## src/rtl/i2cbs_pkg.sv

```systemverilog
`timescale 1ns / 1ps

package i2cbs_pkg;

  localparam int unsigned HOLD_W = 16;
  localparam logic [HOLD_W-1:0] HOLD_RESET = 16'd250;
  localparam int unsigned PC_W = 5;
  localparam int unsigned BIT_W = 3;

  localparam logic [2:0] CMD_START     = 3'd0;
  localparam logic [2:0] CMD_STOP      = 3'd1;
  localparam logic [2:0] CMD_SEND_BYTE = 3'd2;
  localparam logic [2:0] CMD_RECV_BYTE = 3'd3;
  localparam logic [2:0] CMD_SEND_ACK  = 3'd4;
  localparam logic [2:0] CMD_RECV_ACK  = 3'd5;

  localparam logic [PC_W-1:0] A_START     = 5'd0;
  localparam logic [PC_W-1:0] A_STOP      = 5'd4;
  localparam logic [PC_W-1:0] A_SEND_BYTE = 5'd8;
  localparam logic [PC_W-1:0] A_RECV_BYTE = 5'd11;
  localparam logic [PC_W-1:0] A_RECV_LOOP = 5'd12;
  localparam logic [PC_W-1:0] A_SEND_ACK  = 5'd15;
  localparam logic [PC_W-1:0] A_RECV_ACK  = 5'd18;

  typedef enum logic [1:0] {
    LINE_SCL,
    LINE_SDA,
    LINE_SAMPLE
  } line_t;

  typedef enum logic [1:0] {
    SRC_ZERO,
    SRC_ONE,
    SRC_TX,
    SRC_ACK
  } src_t;

  typedef struct packed {
    line_t           line;
    src_t            src;
    logic            clr_shift;
    logic            loop;
    logic [PC_W-1:0] target;
    logic            fin;
    logic            show_rx;
    logic            show_ack;
  } cw_t;

  typedef struct packed {
    logic             load;
    logic             exec;
    cw_t              cw;
    logic [BIT_W-1:0] bit_idx;
    logic             fin;
  } seq_ctl_t;

  function automatic cw_t mk(line_t line, src_t src, logic clr, logic loop,
                             logic [PC_W-1:0] target, logic fin, logic rx, logic ack);
    cw_t w;
    w.line      = line;
    w.src       = src;
    w.clr_shift = clr;
    w.loop      = loop;
    w.target    = target;
    w.fin       = fin;
    w.show_rx   = rx;
    w.show_ack  = ack;
    return w;
  endfunction

  function automatic cw_t rom_word(logic [PC_W-1:0] pc);
    cw_t w;
    w = mk(LINE_SCL, SRC_ZERO, 1'b0, 1'b0, A_START, 1'b1, 1'b0, 1'b0);
    unique case (pc)
      5'd0:  w = mk(LINE_SDA, SRC_ONE, 1'b0, 1'b0, A_START, 1'b0, 1'b0, 1'b0);
      5'd1:  w = mk(LINE_SCL, SRC_ONE, 1'b0, 1'b0, A_START, 1'b0, 1'b0, 1'b0);
      5'd2:  w = mk(LINE_SDA, SRC_ZERO, 1'b0, 1'b0, A_START, 1'b0, 1'b0, 1'b0);
      5'd3:  w = mk(LINE_SCL, SRC_ZERO, 1'b0, 1'b0, A_START, 1'b1, 1'b0, 1'b0);
      5'd4:  w = mk(LINE_SDA, SRC_ZERO, 1'b0, 1'b0, A_START, 1'b0, 1'b0, 1'b0);
      5'd5:  w = mk(LINE_SCL, SRC_ZERO, 1'b0, 1'b0, A_START, 1'b0, 1'b0, 1'b0);
      5'd6:  w = mk(LINE_SCL, SRC_ONE, 1'b0, 1'b0, A_START, 1'b0, 1'b0, 1'b0);
      5'd7:  w = mk(LINE_SDA, SRC_ONE, 1'b0, 1'b0, A_START, 1'b1, 1'b0, 1'b0);
      5'd8:  w = mk(LINE_SDA, SRC_TX, 1'b0, 1'b0, A_START, 1'b0, 1'b0, 1'b0);
      5'd9:  w = mk(LINE_SCL, SRC_ONE, 1'b0, 1'b0, A_START, 1'b0, 1'b0, 1'b0);
      5'd10: w = mk(LINE_SCL, SRC_ZERO, 1'b0, 1'b1, A_SEND_BYTE, 1'b0, 1'b0, 1'b0);
      5'd11: w = mk(LINE_SDA, SRC_ONE, 1'b1, 1'b0, A_START, 1'b0, 1'b0, 1'b0);
      5'd12: w = mk(LINE_SCL, SRC_ONE, 1'b0, 1'b0, A_START, 1'b0, 1'b0, 1'b0);
      5'd13: w = mk(LINE_SAMPLE, SRC_ZERO, 1'b0, 1'b0, A_START, 1'b0, 1'b0, 1'b0);
      5'd14: w = mk(LINE_SCL, SRC_ZERO, 1'b0, 1'b1, A_RECV_LOOP, 1'b0, 1'b1, 1'b0);
      5'd15: w = mk(LINE_SDA, SRC_ACK, 1'b0, 1'b0, A_START, 1'b0, 1'b0, 1'b0);
      5'd16: w = mk(LINE_SCL, SRC_ONE, 1'b0, 1'b0, A_START, 1'b0, 1'b0, 1'b0);
      5'd17: w = mk(LINE_SCL, SRC_ZERO, 1'b0, 1'b0, A_START, 1'b1, 1'b0, 1'b0);
      5'd18: w = mk(LINE_SDA, SRC_ONE, 1'b0, 1'b0, A_START, 1'b0, 1'b0, 1'b0);
      5'd19: w = mk(LINE_SCL, SRC_ONE, 1'b0, 1'b0, A_START, 1'b0, 1'b0, 1'b0);
      5'd20: w = mk(LINE_SAMPLE, SRC_ZERO, 1'b0, 1'b0, A_START, 1'b0, 1'b0, 1'b0);
      5'd21: w = mk(LINE_SCL, SRC_ZERO, 1'b0, 1'b0, A_START, 1'b1, 1'b0, 1'b1);
      default: w = mk(LINE_SCL, SRC_ZERO, 1'b0, 1'b0, A_START, 1'b1, 1'b0, 1'b0);
    endcase
    return w;
  endfunction

  function automatic logic [PC_W-1:0] entry_pc(logic [2:0] cmd);
    logic [PC_W-1:0] pc;
    pc = A_START;
    unique case (cmd)
      CMD_START:     pc = A_START;
      CMD_STOP:      pc = A_STOP;
      CMD_SEND_BYTE: pc = A_SEND_BYTE;
      CMD_RECV_BYTE: pc = A_RECV_BYTE;
      CMD_SEND_ACK:  pc = A_SEND_ACK;
      CMD_RECV_ACK:  pc = A_RECV_ACK;
      default:       pc = A_START;
    endcase
    return pc;
  endfunction

endpackage

```

## src/rtl/i2cbs_in_if.sv

```systemverilog
`timescale 1ns / 1ps

interface i2cbs_in_if;
  logic       valid;
  logic       ready;
  logic [2:0] cmd;
  logic [7:0] tx_byte;
  logic       ack_bit;
  logic [7:0] bus_bits;
  logic       bus_ack;

  modport source (output valid, cmd, tx_byte, ack_bit, bus_bits, bus_ack, input ready);
  modport sink (input valid, cmd, tx_byte, ack_bit, bus_bits, bus_ack, output ready);
endinterface

```

## src/rtl/i2cbs_out_if.sv

```systemverilog
`timescale 1ns / 1ps

interface i2cbs_out_if;
  logic       valid;
  logic       ready;
  logic       scl_level;
  logic       sda_level;
  logic       sample_step;
  logic [7:0] rx_byte;
  logic       ack_seen;
  logic       last;

  modport source (output valid, scl_level, sda_level, sample_step, rx_byte, ack_seen, last,
                  input ready);
  modport sink (input valid, scl_level, sda_level, sample_step, rx_byte, ack_seen, last,
                output ready);
endinterface

```

## src/rtl/i2c_master_bit_sequencer.sv

```systemverilog
`timescale 1ns / 1ps
// Channel   Direction  Beat contents
// in_chan   sink       cmd, tx_byte, ack_bit, bus_bits, bus_ack (one command)
// out_chan  source     scl_level, sda_level, sample_step, rx_byte, ack_seen, last (one step)
// cfg       write      hold_ticks, 16 bit, zero is taken as one
//
// Every line step waits on the step timer, loaded from hold_ticks, before its beat is issued,
// and a command runs its step count (3 to 25) of such steps.
// Commands are taken one at a time; the next is accepted once the final step is issued.
// A stalled result holds the step timer at zero until the output register frees.
// Synchronous reset releases both lines, clears the shift register and sets hold to 250.

module i2c_master_bit_sequencer (
  input  logic                         clk,
  input  logic                         rst_n,
  input  logic                         cfg_wr_en,
  input  logic [i2cbs_pkg::HOLD_W-1:0] cfg_wr_data,
  i2cbs_in_if.sink                     in_chan,
  i2cbs_out_if.source                  out_chan
);

  logic [i2cbs_pkg::HOLD_W-1:0] hold_r, hold_nxt;
  i2cbs_pkg::seq_ctl_t          seq_ctl;
  logic                         out_free;

  always_comb begin
    hold_nxt = hold_r;
    if (cfg_wr_en) begin
      hold_nxt = (cfg_wr_data == '0) ? {{(i2cbs_pkg::HOLD_W-1){1'b0}}, 1'b1} : cfg_wr_data;
    end
  end

  always_ff @(posedge clk) begin
    if (!rst_n) begin
      hold_r <= i2cbs_pkg::HOLD_RESET;
    end else begin
      hold_r <= hold_nxt;
    end
  end

  i2cbs_seq u_seq (
    .clk        (clk),
    .rst_n      (rst_n),
    .in_valid   (in_chan.valid),
    .in_cmd     (in_chan.cmd),
    .in_ready   (in_chan.ready),
    .hold_ticks (hold_r),
    .out_free   (out_free),
    .ctl        (seq_ctl)
  );

  i2cbs_datapath u_dp (
    .clk         (clk),
    .rst_n       (rst_n),
    .in_tx_byte  (in_chan.tx_byte),
    .in_ack_bit  (in_chan.ack_bit),
    .in_bus_bits (in_chan.bus_bits),
    .in_bus_ack  (in_chan.bus_ack),
    .ctl         (seq_ctl),
    .out_free    (out_free),
    .out_chan    (out_chan)
  );

  a_legal_cmd_busy: assert property (@(posedge clk) disable iff (!rst_n)
    (in_chan.valid && in_chan.ready && (in_chan.cmd <= i2cbs_pkg::CMD_RECV_ACK))
    |=> !in_chan.ready)
    else $error("legal command did not start the sequencer");

  a_fin_frees_input: assert property (@(posedge clk) disable iff (!rst_n)
    (seq_ctl.exec && seq_ctl.fin) |=> (in_chan.ready && out_chan.valid && out_chan.last))
    else $error("final step did not end the command");

  a_sample_scl_high: assert property (@(posedge clk) disable iff (!rst_n)
    (out_chan.valid && out_chan.sample_step) |-> out_chan.scl_level)
    else $error("sample step issued with SCL low");

  a_rx_only_last: assert property (@(posedge clk) disable iff (!rst_n)
    (out_chan.valid && ((out_chan.rx_byte != 8'd0) || out_chan.ack_seen)) |-> out_chan.last)
    else $error("received data shown on a step that is not the last");

endmodule

```

## src/rtl/i2cbs_seq.sv

```systemverilog
`timescale 1ns / 1ps

module i2cbs_seq (
  input  logic                             clk,
  input  logic                             rst_n,
  input  logic                             in_valid,
  input  logic [2:0]                       in_cmd,
  output logic                             in_ready,
  input  logic [i2cbs_pkg::HOLD_W-1:0]     hold_ticks,
  input  logic                             out_free,
  output i2cbs_pkg::seq_ctl_t              ctl
);

  typedef enum logic {
    S_IDLE,
    S_RUN
  } state_t;

  state_t                         state_r, state_nxt;
  logic [i2cbs_pkg::PC_W-1:0]     pc_r, pc_nxt;
  logic [i2cbs_pkg::BIT_W-1:0]    bit_r, bit_nxt;
  logic [i2cbs_pkg::HOLD_W-1:0]   cnt_r, cnt_nxt;
  i2cbs_pkg::cw_t                 cw;
  logic                           accept;
  logic                           exec;
  logic                           loop_back;
  logic                           fin;

  assign cw        = i2cbs_pkg::rom_word(pc_r);
  assign in_ready  = (state_r == S_IDLE);
  assign accept    = in_valid && in_ready;
  assign exec      = (state_r == S_RUN) && (cnt_r == '0) && out_free;
  assign loop_back = cw.loop && (bit_r != {i2cbs_pkg::BIT_W{1'b1}});
  assign fin       = cw.fin || (cw.loop && !loop_back);

  always_comb begin
    state_nxt = state_r;
    pc_nxt    = pc_r;
    bit_nxt   = bit_r;
    cnt_nxt   = cnt_r;
    unique case (state_r)
      S_IDLE: begin
        if (accept && (in_cmd <= i2cbs_pkg::CMD_RECV_ACK)) begin
          state_nxt = S_RUN;
          pc_nxt    = i2cbs_pkg::entry_pc(in_cmd);
          bit_nxt   = '0;
          cnt_nxt   = hold_ticks - 1'b1;
        end
      end
      S_RUN: begin
        if (exec) begin
          cnt_nxt = hold_ticks - 1'b1;
          if (fin) begin
            state_nxt = S_IDLE;
          end else if (loop_back) begin
            pc_nxt  = cw.target;
            bit_nxt = bit_r + 1'b1;
          end else begin
            pc_nxt = pc_r + 1'b1;
          end
        end else if (cnt_r != '0) begin
          cnt_nxt = cnt_r - 1'b1;
        end
      end
      default: state_nxt = S_IDLE;
    endcase
  end

  always_ff @(posedge clk) begin
    if (!rst_n) begin
      state_r <= S_IDLE;
      pc_r    <= '0;
      bit_r   <= '0;
      cnt_r   <= '0;
    end else begin
      state_r <= state_nxt;
      pc_r    <= pc_nxt;
      bit_r   <= bit_nxt;
      cnt_r   <= cnt_nxt;
    end
  end

  assign ctl.load    = accept;
  assign ctl.exec    = exec;
  assign ctl.cw      = cw;
  assign ctl.bit_idx = bit_r;
  assign ctl.fin     = fin;

endmodule

```

## src/rtl/i2cbs_datapath.sv

```systemverilog
`timescale 1ns / 1ps

module i2cbs_datapath (
  input  logic                clk,
  input  logic                rst_n,
  input  logic [7:0]          in_tx_byte,
  input  logic                in_ack_bit,
  input  logic [7:0]          in_bus_bits,
  input  logic                in_bus_ack,
  input  i2cbs_pkg::seq_ctl_t ctl,
  output logic                out_free,
  i2cbs_out_if.source         out_chan
);

  logic [7:0] tx_r, bits_r;
  logic       ackb_r, back_r;
  logic       scl_r, scl_nxt;
  logic       sda_r, sda_nxt;
  logic [7:0] shift_r, shift_nxt;
  logic       val;
  logic       ov_r, ov_nxt;
  logic       o_scl_r, o_sda_r, o_sample_r, o_ack_r, o_last_r;
  logic [7:0] o_rx_r;

  assign out_free = !ov_r || out_chan.ready;

  always_comb begin
    val = 1'b0;
    case (ctl.cw.src)
      i2cbs_pkg::SRC_ZERO: val = 1'b0;
      i2cbs_pkg::SRC_ONE:  val = 1'b1;
      i2cbs_pkg::SRC_TX:   val = tx_r[~ctl.bit_idx];
      i2cbs_pkg::SRC_ACK:  val = ackb_r;
      default:             val = 1'b0;
    endcase
  end

  always_comb begin
    scl_nxt   = scl_r;
    sda_nxt   = sda_r;
    shift_nxt = shift_r;
    if (ctl.exec) begin
      case (ctl.cw.line)
        i2cbs_pkg::LINE_SCL:    scl_nxt = val;
        i2cbs_pkg::LINE_SDA:    sda_nxt = val;
        i2cbs_pkg::LINE_SAMPLE: shift_nxt = {shift_r[6:0], bits_r[~ctl.bit_idx]};
        default:                scl_nxt = scl_r;
      endcase
      if (ctl.cw.clr_shift) begin
        shift_nxt = '0;
      end
    end
    ov_nxt = ctl.exec ? 1'b1 : (out_chan.ready ? 1'b0 : ov_r);
  end

  always_ff @(posedge clk) begin
    if (!rst_n) begin
      scl_r   <= 1'b1;
      sda_r   <= 1'b1;
      shift_r <= '0;
      ov_r    <= 1'b0;
    end else begin
      scl_r   <= scl_nxt;
      sda_r   <= sda_nxt;
      shift_r <= shift_nxt;
      ov_r    <= ov_nxt;
    end
  end

  always_ff @(posedge clk) begin
    if (ctl.load) begin
      tx_r   <= in_tx_byte;
      ackb_r <= in_ack_bit;
      bits_r <= in_bus_bits;
      back_r <= in_bus_ack;
    end
    if (ctl.exec) begin
      o_scl_r    <= scl_nxt;
      o_sda_r    <= sda_nxt;
      o_sample_r <= (ctl.cw.line == i2cbs_pkg::LINE_SAMPLE);
      o_rx_r     <= (ctl.cw.show_rx && ctl.fin) ? shift_r : 8'd0;
      o_ack_r    <= ctl.cw.show_ack ? back_r : 1'b0;
      o_last_r   <= ctl.fin;
    end
  end

  assign out_chan.valid       = ov_r;
  assign out_chan.scl_level   = o_scl_r;
  assign out_chan.sda_level   = o_sda_r;
  assign out_chan.sample_step = o_sample_r;
  assign out_chan.rx_byte     = o_rx_r;
  assign out_chan.ack_seen    = o_ack_r;
  assign out_chan.last        = o_last_r;

endmodule
```

## src/flat_wrapper.sv

```systemverilog
// flat-port wrapper written by rule: the top's interface ports become plain ports
module i2c_master_bit_sequencer_flat 
  (clk, rst_n, cfg_wr_en, cfg_wr_data, in_chan_valid, in_chan_cmd, in_chan_tx_byte, in_chan_ack_bit, in_chan_bus_bits, in_chan_bus_ack, in_chan_ready, out_chan_valid, out_chan_scl_level, out_chan_sda_level, out_chan_sample_step, out_chan_rx_byte, out_chan_ack_seen, out_chan_last, out_chan_ready);
  i2cbs_in_if in_chan_i ();
  i2cbs_out_if out_chan_i ();
  input  logic clk;
  input  logic rst_n;
  input  logic cfg_wr_en;
  input  logic [i2cbs_pkg::HOLD_W-1:0] cfg_wr_data;
  input wire logic [$bits(in_chan_i.valid)-1:0] in_chan_valid;
  input wire logic [$bits(in_chan_i.cmd)-1:0] in_chan_cmd;
  input wire logic [$bits(in_chan_i.tx_byte)-1:0] in_chan_tx_byte;
  input wire logic [$bits(in_chan_i.ack_bit)-1:0] in_chan_ack_bit;
  input wire logic [$bits(in_chan_i.bus_bits)-1:0] in_chan_bus_bits;
  input wire logic [$bits(in_chan_i.bus_ack)-1:0] in_chan_bus_ack;
  output wire logic [$bits(in_chan_i.ready)-1:0] in_chan_ready;
  output wire logic [$bits(out_chan_i.valid)-1:0] out_chan_valid;
  output wire logic [$bits(out_chan_i.scl_level)-1:0] out_chan_scl_level;
  output wire logic [$bits(out_chan_i.sda_level)-1:0] out_chan_sda_level;
  output wire logic [$bits(out_chan_i.sample_step)-1:0] out_chan_sample_step;
  output wire logic [$bits(out_chan_i.rx_byte)-1:0] out_chan_rx_byte;
  output wire logic [$bits(out_chan_i.ack_seen)-1:0] out_chan_ack_seen;
  output wire logic [$bits(out_chan_i.last)-1:0] out_chan_last;
  input wire logic [$bits(out_chan_i.ready)-1:0] out_chan_ready;
  assign in_chan_i.valid = in_chan_valid;
  assign in_chan_i.cmd = in_chan_cmd;
  assign in_chan_i.tx_byte = in_chan_tx_byte;
  assign in_chan_i.ack_bit = in_chan_ack_bit;
  assign in_chan_i.bus_bits = in_chan_bus_bits;
  assign in_chan_i.bus_ack = in_chan_bus_ack;
  assign in_chan_ready = in_chan_i.ready;
  assign out_chan_valid = out_chan_i.valid;
  assign out_chan_scl_level = out_chan_i.scl_level;
  assign out_chan_sda_level = out_chan_i.sda_level;
  assign out_chan_sample_step = out_chan_i.sample_step;
  assign out_chan_rx_byte = out_chan_i.rx_byte;
  assign out_chan_ack_seen = out_chan_i.ack_seen;
  assign out_chan_last = out_chan_i.last;
  assign out_chan_i.ready = out_chan_ready;
  i2c_master_bit_sequencer u_core (.clk(clk), .rst_n(rst_n), .cfg_wr_en(cfg_wr_en), .cfg_wr_data(cfg_wr_data), .in_chan(in_chan_i), .out_chan(out_chan_i));
endmodule
```

## config.mk

```make
export PLATFORM = sky130hd
export DESIGN_NAME = i2c_master_bit_sequencer_flat
export DESIGN_NICKNAME = d
export VERILOG_FILES = /design/src/rtl/i2cbs_pkg.sv /design/src/rtl/i2cbs_in_if.sv /design/src/rtl/i2cbs_out_if.sv /design/src/rtl/i2c_master_bit_sequencer.sv /design/src/rtl/i2cbs_seq.sv /design/src/rtl/i2cbs_datapath.sv /design/src/flat_wrapper.sv
export SDC_FILE = /design/constraint.sdc
export NUM_CORES = 1
export LEC_CHECK = 0
export ABC_AREA = 1
export BUFFER_PORTS_ARGS = -buffer_cell sky130_fd_sc_hd__buf_2
export CAP_MARGIN = 20
export CORE_MARGIN = 2
export CORE_UTILIZATION = 56
export CTS_BUF_LIST = sky130_fd_sc_hd__clkbuf_16
export CTS_CLUSTER_DIAMETER = 60
export DETAILED_ROUTE_END_ITERATION = 7
export GPL_TIMING_DRIVEN = 0
export PLACE_DENSITY = 0.77
export REMOVE_ABC_BUFFERS = 1
export SLEW_MARGIN = 20
export SYNTH_ARGS = -nofsm -noshare
export SYNTH_HDL_FRONTEND = slang
export SYNTH_SLANG_ARGS = --single-unit
```

## constraint.sdc

```tcl
create_clock -name clk -period 3.6 [get_ports clk]
set_clock_uncertainty 0.15 [all_clocks]
set_input_delay 0.36 -clock clk [delete_from_list [all_inputs] [get_ports clk]]
set_output_delay 0.36 -clock clk [all_outputs]
set_load 0.005 [all_outputs]
```

# --- After elaboration in Yosys (flattened, before gate mapping) ---
# Memories as Yosys holds them, arrays and structs flattened. A register that Yosys moved wholly into a read port is not among the register bits.
# Cells that the tools add are included.
word_totals:
  reg_bits: 83
  rom_bits: 352
  inputBits: 42
  out_inout_bits: 15
  mem_count: 1
memory_table:
  columns: ["memory", "words", "width", "read_ports", "rd_clocked_by_memory_dff", "write_ports", "line_no", "rtl"]
  rows:
  - ["(name not given)", 32, 11, 1, 1, 0, "i2cbs_pkg.sv:74", "unique case (pc)"]
op_classes:
  add_sub_neg: 4
  n_lt_le_gt_ge: 2
  n_eq_ne: 16
  mux: 35
  bitwise: 2
  reduce_logical: 22
ops:
  columns: ["op", "count"]
  rows:
  - ["two-way mux 16 bit", 4]
  - ["logical NOT 16 bit", 2]
  - ["case mux 16 bit (2 select lines)", 1]
  - ["subtractor 16 x 1 -> 16 bit, second input constant", 2]
  - ["two-way mux 5 bit", 6]
  - ["case mux 5 bit (5 select lines)", 1]
  - ["two-way mux 8 bit", 2]
  - ["nonzero test 16 bit", 1]
  - ["two-way mux 3 bit", 4]
  - ["two-way mux 1 bit", 11]
  - ["case mux 5 bit (2 select lines)", 1]
  - ["logical AND 1 bit", 7]
  - ["binary-select mux 1 bit (select 3 bit)", 2]
  - ["equality test 2 bit, second input constant", 3]
  - ["equality test 3 x 2 -> 1 bit, second input constant", 2]
  - ["equality test 3 bit, second input constant", 2]
  - ["!= test 2 x 1 -> 1 bit, second input constant", 3]
  - ["case mux 3 bit (2 select lines)", 1]
  - ["adder 5 x 1 -> 5 bit, second input constant", 1]
  - ["equality test 2 x 1 -> 1 bit, second input constant", 2]
  - ["logical NOT 2 bit", 2]
  - ["less-than comparator 3 x 4 -> 1 bit, second input constant", 1]
  - ["case mux 1 bit (4 select lines)", 1]
  - ["AND reduction 2 bit", 2]
  - ["14 further kinds", 17]

# --- Logic depth before layout (Yosys ltp) ---
depth:
  word_depth: 10
  mapped_depth: 18
  mapped_depth_nobuf: 18

# --- Hierarchy ---
# Synthesis repeated with hierarchy kept, for this count alone.
hier_totals:
  cells_unflattened: 622
  area_unflattened_um2: 4878.4
modules_own_cells:
  columns: ["mod", "instances", "cells_each", "area_per_inst_um2", "seq_area_each_um2"]
  rows:
  - ["i2cbs_seq", 1, 397, 2656.3, 680.7]
  - ["i2cbs_datapath", 1, 142, 1616.6, 1151.1]
  - ["i2c_master_bit_sequencer", 1, 83, 605.6, 320.3]

# --- Least setup slack after synthesis ---
# No wires, ideal clock.
synth_timing:
  path_kind: "register to register"
  from: "register u_core.u_seq.state_r"
  to: "register u_core.u_seq.cw[10] (netlist name)"
  setup_time_ns: 0.112
  arrival_time_ns: 2.621
  required_time_ns: 3.338
  setup_slack_ns: 0.716
  stages_incl_launch_ff: 14
  path_buffers: 1
  cell_sequence: "dfxtp_1 > buf_4 > nor2_1 > o21ai_2 > nand2_4 > nand2_4 > nand2_1 > nand3_2 > ha_1 > nand4_1 > nand3_1 > nand2_1 > nand2_1 > nand2_1"
synth_rtl:
  columns: ["item", "line_no", "rtl"]
  rows:
  - ["start: declaration", "i2cbs_seq.sv:19", "state_t state_r, state_nxt;"]
  - ["start signal: assignment", "i2cbs_seq.sv:76", "state_r <= state_nxt;"]

==> flow_summary.ini <==
[timing]
max_clk_rate_ghz = 0.318
slew_at_the_pin_closest_to_its_max_slew_limit_ps = 1020
final_worst_path_period_need_ps = 3150
relSlewSlack_pct = 32.2
slew_viol_final = 0
report.final.setup_viol = 0
grt_setup_unrepaired = no
hold_viol_final = 0
totalNegativeSetupSlack_ps = 0
period_share_pct = 87.4

[logic_synthesis]
yosysMostFrequentCell = sky130_fd_sc_hd__nand2_1
yosys.area.top_type_share_pct = 26.0
seq_area_frac_synth_pct = 45.8
synth-edff-count = 31
synth-main-ff-cell = sky130_fd_sc_hd__dfxtp_1
synth_area_um2 = 4700
synthTopCellsByCount = sky130_fd_sc_hd__nand2_1 (103), sky130_fd_sc_hd__nor2_1 (74), sky130_fd_sc_hd__dfxtp_1 (61), sky130_fd_sc_hd__inv_1 (55), sky130_fd_sc_hd__nand3_1 (39)
synth_top_area_cell = sky130_fd_sc_hd__dfxtp_1
asyncSetResetFlopFracSynth_pct = 0
synth.ff_latch_count = 92
synth.avg_cell_area_um2 = 8.12
synth.distinct_cells = 44
synth.area.top_cells = sky130_fd_sc_hd__dfxtp_1 (26%), sky130_fd_sc_hd__edfxtp_1 (20%), sky130_fd_sc_hd__nand2_1 (8.2%)
syn_inst = 579
total_of_warnings_raised_by_yosys = 0

[floorplan]
core_um2 = 8180
fp.dieArea_um2 = 9150
initial_utilization_pct = 57.5
die_h_um = 95.6
ioPinCount = 57
placementRows = 33
die_w_um = 95.6

[power_and_ir_drop]
power.share.sequential_pct = 44.5
switchingPower_mw = 0.871
power_density_nw_per_um2 = 525
cellLeakagePower_nw = 2.18
peakVddDrop_mv = 0.261
power_frac_comb_pct = 22.2
switching_share_pct = 31.1
clock_power_share_pct = 33.3
power_report.internal_total_mw = 1.93

[place]
dp.cells = 724
number_of_i_o_port_buffers = 56
place_hpwl_mm = 6.98
place_congestion = 0.839

[global_routing]
globalRoute.totalOverflow = 0
first_global_vias = 3603
grt_use_total_pct = 22.7
number_of_antenna_violations_at_the_first_check_in_global_routing = 0
first_pass_grt_wire_length_mm = 16.4
grt_start_max_net_pins = 31

[worst_setup_path]
worst_ep_arrival_time_ps = 3220
cp_max_fo = 19
worst_setup_path_end_kind = register
critical_setup_path_kind = register to register
worst-endpoint-required_ps = 3670
start_kind = register

[outcome]
run_status = finished, final reports clean

[run]
timing.max_cap.violations = 0

[routing]
route.detailed.vias_per_inst = 5.29
dr.pass1.iters = 4
wirelength_mm = 9.55
route.antenna.remaining_nets = 0
routed_wire_length_per_instance_um = 12.9
detail_route.iter0.violations = 183
drc = 0
detailroute.via_count = 3916

[layout]
multi_input_gate_area_um2 = 2220
finish.cell_count_without_fillers = 740
final_net_count = 683
ff_latch_area_um2 = 2150
syn_to_final_growth_pct = 13.4
layout.filler_cells = 698
diodes = 0
final_layout_size_suffix_gt1_share_pct = 18.9

[cts]
cts.sinks = 92
clk_transition_reported_paths_ps = 70
h-tree-depth = 3
hold_fix_buffers_cts = 0
cts_post_setup_buffers_inserted = 0
clock-root-buffer = sky130_fd_sc_hd__clkbuf_16
clock_tree_from_tritoncts = built
ctsResizeCount = 0
cts-buffers-inserted = 9
worst_skew_pair_latency_ps = 340
clock_path_buffers = 2

[hold_path]
worstHoldPathType = input pin to register
## sequential cells by signal (all words and copies together) (netlist names), 3 cells and up
register                      flops
u_core.u_seq.pc_r                 5
u_core.u_dp.tx_r                  8
u_core.u_seq.cnt_r               16
u_core.hold_r                    16
u_core.u_dp.bits_r                8
u_core.u_seq.bit_r                3
u_core.u_dp.out_chan.rx_byte      8
u_core.u_seq.cw                   9
u_core.u_dp.shift_r               8
## critical path, stage by stage (launching register included)
cell and delay, ps:
sky130_fd_sc_hd__dfxtp_1 460, sky130_fd_sc_hd__nor2_2 810, sky130_fd_sc_hd__o21ai_2 220, sky130_fd_sc_hd__nand2_4 200, sky130_fd_sc_hd__nand2_4 110, sky130_fd_sc_hd__nand2_1 90
sky130_fd_sc_hd__nand3_2 160, sky130_fd_sc_hd__ha_1 390, sky130_fd_sc_hd__nand4_1 140, sky130_fd_sc_hd__nand3_1 130, sky130_fd_sc_hd__nand2_1 60, sky130_fd_sc_hd__nand2_1 50
sky130_fd_sc_hd__nand2_1 70
## metrics by stage
| stage | total power, mW | cell area (µm²) | util (%) | hold WS (ps) | setup slack (ps) |
|---|---|---|---|---|---|
| 2_1_floorplan | 1.72 | 4620 | - | 280 | 740 |
| 3_3_place_gp | 1.86 | 5030 | 61.6 | 301 | 80.8 |
| 5_1_grt | 2.95 | 5340 | 65.3 | 34.6 | 200 |
| 6_report | 2.80 | 5340 | 65.3 | 44.0 | 454 |
| 4_1_cts | 2.81 | 5340 | 65.3 | 38.1 | 459 |
| 3_5_place_dp | 1.88 | 5030 | 61.6 | 316 | 471 |
## routing by layer
metal / global-route usage [%] / routed length (µm)
met5: 0 / 0
met4: 7.98 / 115
met3: 3.56 / 510
met2: 37.3 / 4520
met1: 30.3 / 4410
## worst paths after layout
check,from,end,slack [ps],cells after the start
worst min-delay path,in_chan_tx_byte[6],u_core.u_dp.tx_r[6]$_DFFE_PP_,40,1
worst min register to register,u_core.u_dp.shift_r[7]$_SDFFE_PN0P_,u_core.u_dp.shift_r[7]$_SDFFE_PN0P_,330,2
worst max-delay path,u_core.u_seq.state_r$_SDFF_PN0_,u_core.u_seq.cw[10]$_DFF_P_,450,12
worst max register to register,u_core.u_seq.state_r$_SDFF_PN0_,u_core.u_seq.cw[10]$_DFF_P_,450,12
## layout make-up
class                      count  area share, %
multi-input combinational    404           41.6
sequential                    92           40.3
timing repair buffer          56           5.25
inverter                      67           4.76
clock buffer                   9           4.22
tap                          105           2.46
clock inverter                 7           1.41
## power groups by stage
| stage | Sequential, mW | Combinational, mW | Clock [mW] |
|---|---|---|---|
| floorplan | 1.25 | 0.467 | 0 |
| global placement | 1.26 | 0.595 | 0 |
| detailed placement | 1.27 | 0.611 | 0 |
| CTS | 1.24 | 0.617 | 0.945 |
| global route | 1.26 | 0.706 | 0.990 |
| finish | 1.25 | 0.620 | 0.933 |
## logic make-up (layout without fill, tap and decap cells)
family / Yosys count / after routing / share of synthesized area, %
and+or+nand+nor: 268 / 268 / 27.4
adders and majority gates: 11 / 11 / 2.93
muxes: 1 / 1 / 0.213
buffers and inverters: 83 / 139 / 7.16
DFF: 92 / 92 / 45.8
AOI/OAI and AO/OA: 105 / 105 / 13.0
xor gates and xnor gates: 19 / 19 / 3.54
## placed cells by master (no fill, tap or decap), types with 4 or more instances in the layout
cell	synthesis	final
sky130_fd_sc_hd__a21oi_1	38	38
sky130_fd_sc_hd__buf_2	3	56
sky130_fd_sc_hd__clkbuf_16	0	9
sky130_fd_sc_hd__dfxtp_1	61	61
sky130_fd_sc_hd__edfxtp_1	31	31
sky130_fd_sc_hd__ha_1	11	11
sky130_fd_sc_hd__inv_1	55	55
sky130_fd_sc_hd__inv_2	9	9
sky130_fd_sc_hd__nand2_1	103	103
sky130_fd_sc_hd__nand2_2	7	7
sky130_fd_sc_hd__nand3_1	39	39
sky130_fd_sc_hd__nand3_2	4	4
sky130_fd_sc_hd__nand4_1	5	5
sky130_fd_sc_hd__nor2_1	74	73
sky130_fd_sc_hd__nor2_2	6	7
sky130_fd_sc_hd__nor2_4	7	7
sky130_fd_sc_hd__nor3_1	7	7
sky130_fd_sc_hd__nor4_1	4	4
sky130_fd_sc_hd__o211ai_1	11	11
sky130_fd_sc_hd__o21ai_0	38	38
sky130_fd_sc_hd__xnor2_1	5	5
sky130_fd_sc_hd__xor2_1	14	14
Note: power is estimated with default switching activity, not from simulation.
